===== src/rtl/vgac_pkg.sv =====
// Package for the genotype alternate-allele counter.
// Holds field types, character codes and the sample limit; no dependencies.
package vgac_pkg;

	typedef logic [7:0]  byte_t;
	typedef logic [16:0] field_num_t;
	typedef logic [15:0] sample_idx_t;
	typedef logic [7:0]  count_t;

	localparam byte_t CHAR_TAB   = 8'h09;
	localparam byte_t CHAR_ONE   = 8'h31;
	localparam byte_t CHAR_COLON = 8'h3A;
	localparam byte_t CHAR_DOT   = 8'h2E;

	localparam int unsigned MAX_SAMPLES = 65536;
	localparam int unsigned INDEX_LIMIT = 65536;
	localparam int unsigned SKIP_FIELDS = 9;

	localparam field_num_t SKIP_FIELD_NUM = field_num_t'(SKIP_FIELDS);
	localparam field_num_t FIELD_NUM_MAX  = '1;
	localparam field_num_t SAMPLE_LIMIT   = field_num_t'(
		(MAX_SAMPLES < INDEX_LIMIT) ? MAX_SAMPLES : INDEX_LIMIT);

	localparam count_t COUNT_MAX         = '1;
	localparam count_t MISSING_RESET     = 8'd3;
	localparam field_num_t SAMPLES_RESET = 17'd1;

	// configuration register indexes
	localparam logic REG_MISS_CODE   = 1'b0;
	localparam logic REG_NUM_SAMPLES = 1'b1;

	typedef logic [16:0] cfg_data_t;

endpackage


===== src/rtl/vgac_in_if.sv =====
// Input channel of the genotype counter: one record byte per item.
// Depends on vgac_pkg.
interface vgac_in_if;
	import vgac_pkg::*;

	logic  valid;
	logic  ready;
	byte_t char_byte;
	logic  line_end;

	modport source (output valid, char_byte, line_end, input ready);
	modport sink (input valid, char_byte, line_end, output ready);

endinterface


===== src/rtl/vgac_out_if.sv =====
// Result channel of the genotype counter: sample index, count, line-end mark.
// Depends on vgac_pkg.
interface vgac_out_if;
	import vgac_pkg::*;

	logic        valid;
	logic        ready;
	sample_idx_t sample_index;
	count_t      alt_count;
	logic        last_of_line;

	modport source (output valid, sample_index, alt_count, last_of_line, input ready);
	modport sink (input valid, sample_index, alt_count, last_of_line, output ready);

endinterface


===== src/rtl/vcf_genotype_alt_allele_counter.sv =====
// Genotype alternate-allele counter for tab-separated variant records.
// The closing byte of a sample field is accepted into the input register, then its
// result goes into the result register, where it stays until it is taken.
// Throughput: one byte per cycle while results are taken; a closing byte that
// emits a result waits in the input register while an untaken result is held.
// Reset (arst_n low) clears the line state and loads miss code 3, num_samples 1.
module vcf_genotype_alt_allele_counter (
	input  logic                clk,
	input  logic                arst_n,
	vgac_in_if.sink             in_ch,
	vgac_out_if.source          out_ch,
	input  logic                cfg_we,
	input  logic                cfg_index,
	input  vgac_pkg::cfg_data_t cfg_wdata
);
	import vgac_pkg::*;

	// configuration
	count_t     miss_code_q;
	field_num_t num_samples_q;

	// input register
	logic  valid_s1;
	byte_t char_s1;
	logic  end_s1;

	// line state
	field_num_t field_number_q;
	count_t     running_count_q;
	logic       at_field_start_q;
	logic       field_missing_q;
	logic       past_colon_q;

	// result register
	logic        out_valid_s2;
	sample_idx_t idx_s2;
	count_t      cnt_s2;
	logic        last_s2;

	logic       is_tab;
	logic       closes;
	logic       missing_nx;
	logic       colon_nx;
	count_t     count_nx;
	field_num_t g_s1;
	logic       emit_s1;
	logic       out_free;
	logic       s1_go;

	always_comb begin
		is_tab     = (char_s1 == CHAR_TAB);
		closes     = is_tab || end_s1;
		missing_nx = field_missing_q;
		colon_nx   = past_colon_q;
		count_nx   = running_count_q;
		if (!is_tab) begin
			if (at_field_start_q && char_s1 == CHAR_DOT) begin
				missing_nx = 1'b1;
			end
			if (!missing_nx && !past_colon_q) begin
				if (char_s1 == CHAR_ONE) begin
					if (running_count_q != COUNT_MAX) begin
						count_nx = running_count_q + count_t'(1);
					end
				end else if (char_s1 == CHAR_COLON) begin
					colon_nx = 1'b1;
				end
			end
		end
		g_s1    = field_number_q - SKIP_FIELD_NUM;
		emit_s1 = closes && (field_number_q >= SKIP_FIELD_NUM)
			&& (g_s1 < num_samples_q) && (g_s1 < SAMPLE_LIMIT);
	end

	assign out_free    = !out_valid_s2 || out_ch.ready;
	assign s1_go       = valid_s1 && (!emit_s1 || out_free);
	assign in_ch.ready = !valid_s1 || s1_go;

	always_ff @(posedge clk or negedge arst_n) begin
		if (!arst_n) begin
			miss_code_q   <= MISSING_RESET;
			num_samples_q <= SAMPLES_RESET;
		end else if (cfg_we) begin
			unique case (cfg_index)
				REG_MISS_CODE:   miss_code_q   <= cfg_wdata[7:0];
				REG_NUM_SAMPLES: num_samples_q <= cfg_wdata;
				default:         ;
			endcase
		end
	end

	always_ff @(posedge clk or negedge arst_n) begin
		if (!arst_n) begin
			valid_s1 <= 1'b0;
		end else if (in_ch.ready) begin
			valid_s1 <= in_ch.valid;
		end
	end

	always_ff @(posedge clk) begin
		if (in_ch.ready && in_ch.valid) begin
			char_s1 <= in_ch.char_byte;
			end_s1  <= in_ch.line_end;
		end
	end

	always_ff @(posedge clk or negedge arst_n) begin
		if (!arst_n) begin
			field_number_q   <= '0;
			running_count_q  <= '0;
			at_field_start_q <= 1'b1;
			field_missing_q  <= 1'b0;
			past_colon_q     <= 1'b0;
		end else if (s1_go) begin
			if (closes) begin
				running_count_q  <= '0;
				at_field_start_q <= 1'b1;
				field_missing_q  <= 1'b0;
				past_colon_q     <= 1'b0;
				if (end_s1) begin
					field_number_q <= '0;
				end else if (field_number_q != FIELD_NUM_MAX) begin
					field_number_q <= field_number_q + field_num_t'(1);
				end
			end else begin
				running_count_q  <= count_nx;
				at_field_start_q <= 1'b0;
				field_missing_q  <= missing_nx;
				past_colon_q     <= colon_nx;
			end
		end
	end

	always_ff @(posedge clk or negedge arst_n) begin
		if (!arst_n) begin
			out_valid_s2 <= 1'b0;
		end else if (out_free) begin
			out_valid_s2 <= s1_go && emit_s1;
		end
	end

	always_ff @(posedge clk) begin
		if (s1_go && emit_s1) begin
			idx_s2  <= g_s1[15:0];
			cnt_s2  <= missing_nx ? miss_code_q : count_nx;
			last_s2 <= end_s1;
		end
	end

	assign out_ch.valid        = out_valid_s2;
	assign out_ch.sample_index = idx_s2;
	assign out_ch.alt_count    = cnt_s2;
	assign out_ch.last_of_line = last_s2;

	a_line_end_clears: assert property (@(posedge clk) disable iff (!arst_n)
		s1_go && end_s1 |=> field_number_q == '0 && at_field_start_q
			&& running_count_q == '0)
		else $error("line state not cleared at line end");

	a_emit_lands: assert property (@(posedge clk) disable iff (!arst_n)
		s1_go && emit_s1 |=> out_valid_s2 && last_s2 == $past(end_s1))
		else $error("emitted result not in result register");

	a_stall_holds: assert property (@(posedge clk) disable iff (!arst_n)
		valid_s1 && !s1_go |=> valid_s1 && $stable(char_s1) && $stable(end_s1))
		else $error("stalled byte lost from input register");

endmodule

===== src/flat_wrapper.sv =====
// flat-port wrapper written by rule: the top's interface ports become plain ports
module vcf_genotype_alt_allele_counter_flat import vgac_pkg::*;
  (clk, arst_n, cfg_we, cfg_index, cfg_wdata, in_ch_valid, in_ch_char_byte, in_ch_line_end, in_ch_ready, out_ch_valid, out_ch_sample_index, out_ch_alt_count, out_ch_last_of_line, out_ch_ready);
  vgac_in_if in_ch_i ();
  vgac_out_if out_ch_i ();
  input  logic clk;
  input  logic arst_n;
  input  logic cfg_we;
  input  logic cfg_index;
  input  vgac_pkg::cfg_data_t cfg_wdata;
  input wire logic [$bits(in_ch_i.valid)-1:0] in_ch_valid;
  input wire logic [$bits(in_ch_i.char_byte)-1:0] in_ch_char_byte;
  input wire logic [$bits(in_ch_i.line_end)-1:0] in_ch_line_end;
  output wire logic [$bits(in_ch_i.ready)-1:0] in_ch_ready;
  output wire logic [$bits(out_ch_i.valid)-1:0] out_ch_valid;
  output wire logic [$bits(out_ch_i.sample_index)-1:0] out_ch_sample_index;
  output wire logic [$bits(out_ch_i.alt_count)-1:0] out_ch_alt_count;
  output wire logic [$bits(out_ch_i.last_of_line)-1:0] out_ch_last_of_line;
  input wire logic [$bits(out_ch_i.ready)-1:0] out_ch_ready;
  assign in_ch_i.valid = in_ch_valid;
  assign in_ch_i.char_byte = in_ch_char_byte;
  assign in_ch_i.line_end = in_ch_line_end;
  assign in_ch_ready = in_ch_i.ready;
  assign out_ch_valid = out_ch_i.valid;
  assign out_ch_sample_index = out_ch_i.sample_index;
  assign out_ch_alt_count = out_ch_i.alt_count;
  assign out_ch_last_of_line = out_ch_i.last_of_line;
  assign out_ch_i.ready = out_ch_ready;
  vcf_genotype_alt_allele_counter u_core (.clk(clk), .arst_n(arst_n), .in_ch(in_ch_i), .out_ch(out_ch_i), .cfg_we(cfg_we), .cfg_index(cfg_index), .cfg_wdata(cfg_wdata));
endmodule

===== config.mk =====
export PLATFORM = sky130hd
export DESIGN_NAME = vcf_genotype_alt_allele_counter_flat
export DESIGN_NICKNAME = d
export VERILOG_FILES = /design/src/rtl/vgac_pkg.sv /design/src/rtl/vgac_in_if.sv /design/src/rtl/vgac_out_if.sv /design/src/rtl/vcf_genotype_alt_allele_counter.sv /design/src/flat_wrapper.sv
export SDC_FILE = /design/constraint.sdc
export NUM_CORES = 1
export LEC_CHECK = 0
export BUFFER_PORTS_ARGS = -buffer_cell sky130_fd_sc_hd__clkbuf_2
export CORE_ASPECT_RATIO = 0.5
export CORE_MARGIN = 2
export CORE_UTILIZATION = 55
export DETAILED_ROUTE_END_ITERATION = 6
export PLACE_DENSITY = 0.76
export SLEW_MARGIN = 20
export SYNTH_ARGS = -nofsm -noshare
export SYNTH_HDL_FRONTEND = slang
export SYNTH_SLANG_ARGS = --single-unit

===== constraint.sdc =====
create_clock -name clk -period 8.1 [get_ports clk]
set_clock_uncertainty 0.1 [all_clocks]
set_input_delay 1.62 -clock clk [delete_from_list [all_inputs] [get_ports clk]]
set_output_delay 1.62 -clock clk [all_outputs]
set_load 0.1 [all_outputs]

Yosys cells after proc, flatten, opt, wreduce, memory -nomap -nowiden
Index checks and enable logic that the tools add are counted.
Widths: inputs -> output; s select.
Cells by class
  equal/unequal tests: 8
  reduce and logical (&&, ||, !) cells: 24
  bitwise logic cells: 1
  add/sub/neg operators: 3
  order comparisons: 3
  mux-type cells: 18
Operators with widths (number)
  $mux 8: 6
  $mux 17: 2
  $eq 8x6->1 const B: 3
  $add 17x1->17 const B: 1
  $ge 17x4->1 const B: 1
  $lt 17x17->1: 1
  $lt 17x17->1 const B: 1
  $ne 17x17->1 const B: 1
  $sub 17x4->17 const B: 1
  $mux 1: 10
  $add 8x1->8 const B: 1
  $eq 8x4->1 const B: 1
  $logic_and 1x1->1: 8
  $ne 8x8->1 const B: 1
  $reduce_bool 2->1: 3
  $logic_not 1->1: 5
  $reduce_and 5->1: 1
  $logic_or 1x1->1: 4
  $reduce_and 2->1: 2
  $reduce_and 3->1: 1
  $ne 2x1->1 const B: 1
  $ne 2x2->1 const B: 1
  $not 1->1: 1
Storage, ports and cells
  flip-flop bits (word level): 89
  input port bits: 32
  logic and storage cells: 71
  output and inout port bits: 27

Depth between registers and ports, before layout
  depth after elaboration: 10
  mapped depth: 16

Worst setup path after synthesis
Ideal clock, no wire load.
  kind: reg-to-reg
  start: register u_core.field_number_q[7]
  end: register u_core.cnt_s2[0], in the netlist u_core.out_ch.alt_count[0] (enable)
  setup slack: 2.053 ns
  setup time: 0.470 ns
  required time: 7.530 ns
  stages on the path, launching flop included: 14
  data arrival time: 5.476 ns
  path buffers: 2
  period minus slack after synthesis: 6.047 ns
  path through: dfrtp_1 buf_6 or4_4 nor2_1 nand2_1 nor4_1 xor2_1 ha_1 nand4_1 or2_2 o2111ai_2 o21ai_0 buf_2 nor4_1
On the way
  word-level cells in the longest chain between the ends: 8
  elaborated cells on any way between the ends: 11
  classes of those cells: add/sub: 1; order compare: 3; reduce/logical: 7
Ends and longest elaborated chain
  from (decl): line vcf_genotype_alt_allele_counter.sv:28  | field_num_t field_number_q;
  from (signal assigned): line vcf_genotype_alt_allele_counter.sv:123  | field_number_q <= field_number_q + field_num_t'(1);
  $sub 17x4->17 *: line vcf_genotype_alt_allele_counter.sv:70  | g_s1 = field_number_q - SKIP_FIELD_NUM;
  via u_core.g_s1[14]: line vcf_genotype_alt_allele_counter.sv:45  | field_num_t g_s1;
  $lt 17x17->1: line vcf_genotype_alt_allele_counter.sv:72  | && (g_s1 < num_samples_q) && (g_s1 < SAMPLE_LIMIT);
  $logic_and 1x1->1: line vcf_genotype_alt_allele_counter.sv:72
  $logic_and 1x1->1 *: line vcf_genotype_alt_allele_counter.sv:72
  $logic_not 1->1: line vcf_genotype_alt_allele_counter.sv:76  | assign s1_go = valid_s1 && (!emit_s1 || out_free);
  $logic_or 1x1->1: line vcf_genotype_alt_allele_counter.sv:76
  $logic_and 1x1->1: line vcf_genotype_alt_allele_counter.sv:76
  $logic_and 1x1->1 *: line vcf_genotype_alt_allele_counter.sv:143  | if (s1_go && emit_s1) begin
  to (signal assigned): line vcf_genotype_alt_allele_counter.sv:145  | cnt_s2 <= missing_nx ? miss_code_q : count_nx;
  to (decl): line vcf_genotype_alt_allele_counter.sv:37  | count_t cnt_s2;
The timed path passes the listed nets; every way through them passes the cells marked *.
A chain may end at the register's enable or synchronous reset.

Worst setup path after layout
  start: register u_core.field_number_q[7]
  end: output in_ch_ready
On the way
  word-level cells in the longest chain between the ends: 8
  elaborated cells on any way between the ends: 11
  classes of those cells: add/sub: 1; order compare: 3; reduce/logical: 7
Ends and longest elaborated chain
  $sub 17x4->17 *: line vcf_genotype_alt_allele_counter.sv:70
  via u_core.g_s1[14]: line vcf_genotype_alt_allele_counter.sv:45
  $lt 17x17->1: line vcf_genotype_alt_allele_counter.sv:72
  $logic_and 1x1->1: line vcf_genotype_alt_allele_counter.sv:72
  $logic_and 1x1->1 *: line vcf_genotype_alt_allele_counter.sv:72
  $logic_not 1->1 *: line vcf_genotype_alt_allele_counter.sv:76
  $logic_or 1x1->1 *: line vcf_genotype_alt_allele_counter.sv:76
  $logic_and 1x1->1 *: line vcf_genotype_alt_allele_counter.sv:76
  $logic_or 1x1->1 *: line vcf_genotype_alt_allele_counter.sv:77  | assign in_ch.ready = !valid_s1 || s1_go;
  to (decl): line flat_wrapper.sv:14  | output wire logic [$bits(in_ch_i.ready)-1:0] in_ch_ready;
Marked as above.

==> summary.txt <==
Clock tree
  – Worst-path clk slew: 0.06 ns
  – Clock buffer depth: 2
  – Post-CTS Resized: 0
  – CTS tree: built
  – Num CTS Buffers: 9
  – Clk root buf: clkbuf_16
  – Post-CTS Setup Inserts: 0
  – Clk sink count: 89
  – Hold Buf Count CTS: 0
  – CTS H-tree lvls: 3
  – Clock Latency Late Sink: 0.34 ns

Global routing
  – Total global routing overflow: 0
  – Largest net degree at the start of global routing: 56
  – Met3 usage: 5.70%
  – Initial antenna violation count: 0
  – Busiest grt layer: met1
  – Vias in the first global route: 3249
  – Total GRT Usage: 23.2%
  – First-pass GRT wire length: 16800 um
  – Met1 Use GR: 35.3%
  – GRT met2 Usage: 33.3%

Timing
  – Highest Clock Rate: 171 MHz
  – Post-route setup TNS: 0 ns
  – Final Max Tran Viols: 0
  – Least-Margin Pin Slew: 0.952 ns
  – Fin crit period: 5.84 ns
  – RSZ-0062 raised after global routing: false
  – Max_slew headroom: 36.0%
  – # setup viols final: 0
  – Final setup margin: 2.26 ns
  – Fin crit share: 72.1%
  – Final hold violations: 0

Floorplanning
  – Die area: 9320 um2
  – Site Rows: 23
  – Core area: 8140 um2
  – I/O pins: 59
  – Die height: 69.3 um
  – Die X: 135 um
  – Initial Util: 57.5%

Finish
  – Ant. Diodes: 0
  – Post-layout instance area: 5330 um2
  – Most common cell after layout, fill and taps aside: clkbuf_2
  – Fraction of layout cells with a size suffix above 1: 25.4%
  – Final net count: 540
  – Area grow syn2layout: 13.6%
  – Multi-input gate area: 2080 um2
  – Fillers: 656
  – Most frequent cells in the layout: 58 x clkbuf_2, 51 x dfrtp_1, 43 x nand2_1
  – Register Area: 2400 um2

Worst setup path
  – Crit path largest cell delay: 0.60 ns
  – Largest delay share family, worst path: simple AND/OR/NAND/NOR gates
  – CP arrival: 4.12 ns
  – Crit. End Element: output pin
  – CP Max Fanout: 8
  – Register-to-Register Path Depth: 12
  – Cell mode on critical path: nand2_1
  – CP startpoint: u_core.field_number_q[7]$_DFFE_PN0P_
  – Cells along the critical path: or4_4 -> nor2_1 -> nand2_1 -> nor4_1 -> xor2_1 -> ha_1 -> a21oi_1 -> o21ai_0 -> nor4b_1 -> o2111ai_2 -> nor2_4 -> nand2_1 -> clkbuf_2
  – R2r endpoint: u_core.out_ch.alt_count[0]$_DFFE_PP_
  – WS Path Type: reg -> out
  – Worst setup SP type: flip-flop
  – CP max stage cell: or4_4
  – Worst EP required: 6.38 ns
  – WP buf/inv: 1
  – Worst r2r src: u_core.field_number_q[7]$_DFFE_PN0P_
  – R2r setup slk: 3.34 ns

Routing
  – DR WL/cell: 16.6 um
  – DRT Pass-1 Iters: 5
  – Vias per std cell: 5.68
  – Vias: 3429
  – DRC: 0
  – Routed Antenna Nets: 0
  – Total wire length: 10000 um
  – 1st-iter DRT viols: 221

Worst hold path
  – Hold Path End: u_core.num_samples_q[11]$_DFFE_PN0P_
  – Hold Path Cell Cnt: 1
  – Hold wc startpoint: u_core.num_samples_q[11]$_DFFE_PN0P_
  – Hold Path Class: reg -> reg

Synthesis
  – Ys async rst share: 61.8%
  – Unique masters post-synth: 58
  – Seq/Total Area, Yosys: 51.3%
  – Yosys reg bits: 89
  – Mapped Nets: 489
  – Number of flops mapped to enable cells by yosys: 34
  – Yosys warnings: 0
  – Most used DFF post-synth: dfrtp_1
  – Syn Inst Count: 436
  – Synthesized cell area: 4690 um2
  – Syn_area_per_cell: 10.7 um2

Placement
  – Routability cong.: 0.850
  – HPWL Detailed: 7180 um
  – Area after DPL: 5040 um2
  – Place WS: 2.65 ns
  – Port bufs: 58

Power and ir drop
  – Leakage power: 2.26 nW
  – Largest vdd supply drop: 0.106 mV
  – Pwr per Cell Area: 197 nW/um2
  – Power consumption: 1.05 mW

Run
  – Max-Cap Viols: 0

Status
  – Run status: completed
==> cell usage after synthesis, types with 6 or more instances <==
| cell | number | area share (%) |
|---|---|---|
| nor4_1 | 7 | 0.93 |
| a21oi_1 | 12 | 1.3 |
| xor2_1 | 10 | 1.9 |
| o31ai_1 | 7 | 1.1 |
| nand2_1 | 43 | 3.4 |
| mux2_2 | 25 | 6.0 |
| nand3_1 | 12 | 1.3 |
| nand4_1 | 6 | 0.80 |
| edfxtp_1 | 34 | 22 |
| inv_1 | 27 | 2.2 |
| o21ai_0 | 36 | 3.8 |
| a31oi_1 | 12 | 1.6 |
| dfrtp_1 | 51 | 27 |
| ha_1 | 21 | 5.6 |
| clkbuf_1 | 13 | 1.0 |
| nor2_1 | 29 | 2.3 |
==> per-layer routing <==
metal / vias up / routed length, um
li1: 1682 / -
met1: 1656 / 4920
met2: 81 / 4470
met3: 10 / 495
met4: 0 / 109
met5: - / 0
==> kinds of logic (layout without fill, tap and decap cells) <==
family | after synthesis | in the layout | synth area share, %
xor+xnor | 15 | 15 | 2.80
compound gates | 98 | 98 | 14.0
mux | 28 | 28 | 6.65
buf+inv | 48 | 104 | 4.38
flops | 89 | 89 | 51.3
simple gates | 137 | 137 | 15.3
fa+ha+maj | 21 | 21 | 5.61
==> worst max-delay path by stage <==
| stage | to | slack, ns | depth (start not counted) |
|---|---|---|---|
| finish | in_ch_ready | 2.26 | 13 |
| global route | in_ch_ready | 1.93 | 15 |
| CTS | in_ch_ready | 2.28 | 13 |
| detailed placement | in_ch_ready | 2.65 | 13 |
| global placement | in_ch_ready | 2.80 | 13 |
| floorplan | u_core.out_ch.alt_count[0]$_DFFE_PP_ | 2.05 | 13 |
==> where the power goes <==
group          internal (mW)  total (mW)  switching (mW)
sequential             0.501       0.528          0.0266
clock                  0.226       0.396           0.170
combinational         0.0583       0.127          0.0691
==> layout make-up <==
cell class | count | area share, %
clock inverters | 4 | 0.493
flip-flops and latches | 89 | 45.1
well taps | 112 | 2.63
multi-input cells | 299 | 39.1
clock buffers | 12 | 4.84
repair buffers | 61 | 5.87
inverters | 27 | 1.90
==> stage by stage <==
step	std cells	hold slack, ns	utilization, %
after global placement	588	0.389	61.9
after CTS	604	0.409	65.4
after global routing	604	0.419	65.4
after detailed placement	588	0.389	61.9
final	604	0.407	65.4
after floorplan	436	0.365	-
==> flip-flops by register name, indices dropped and copies added, names as in the netlist, 8 cells and up <==
name                        flops
u_core.miss_code_q              8
u_core.running_count_q          8
u_core.out_ch.alt_count         8
u_core.char_s1                  8
u_core.num_samples_q           17
u_core.field_number_q          17
u_core.out_ch.sample_index     16
Note: power is estimated with default switching activity, not from simulation.
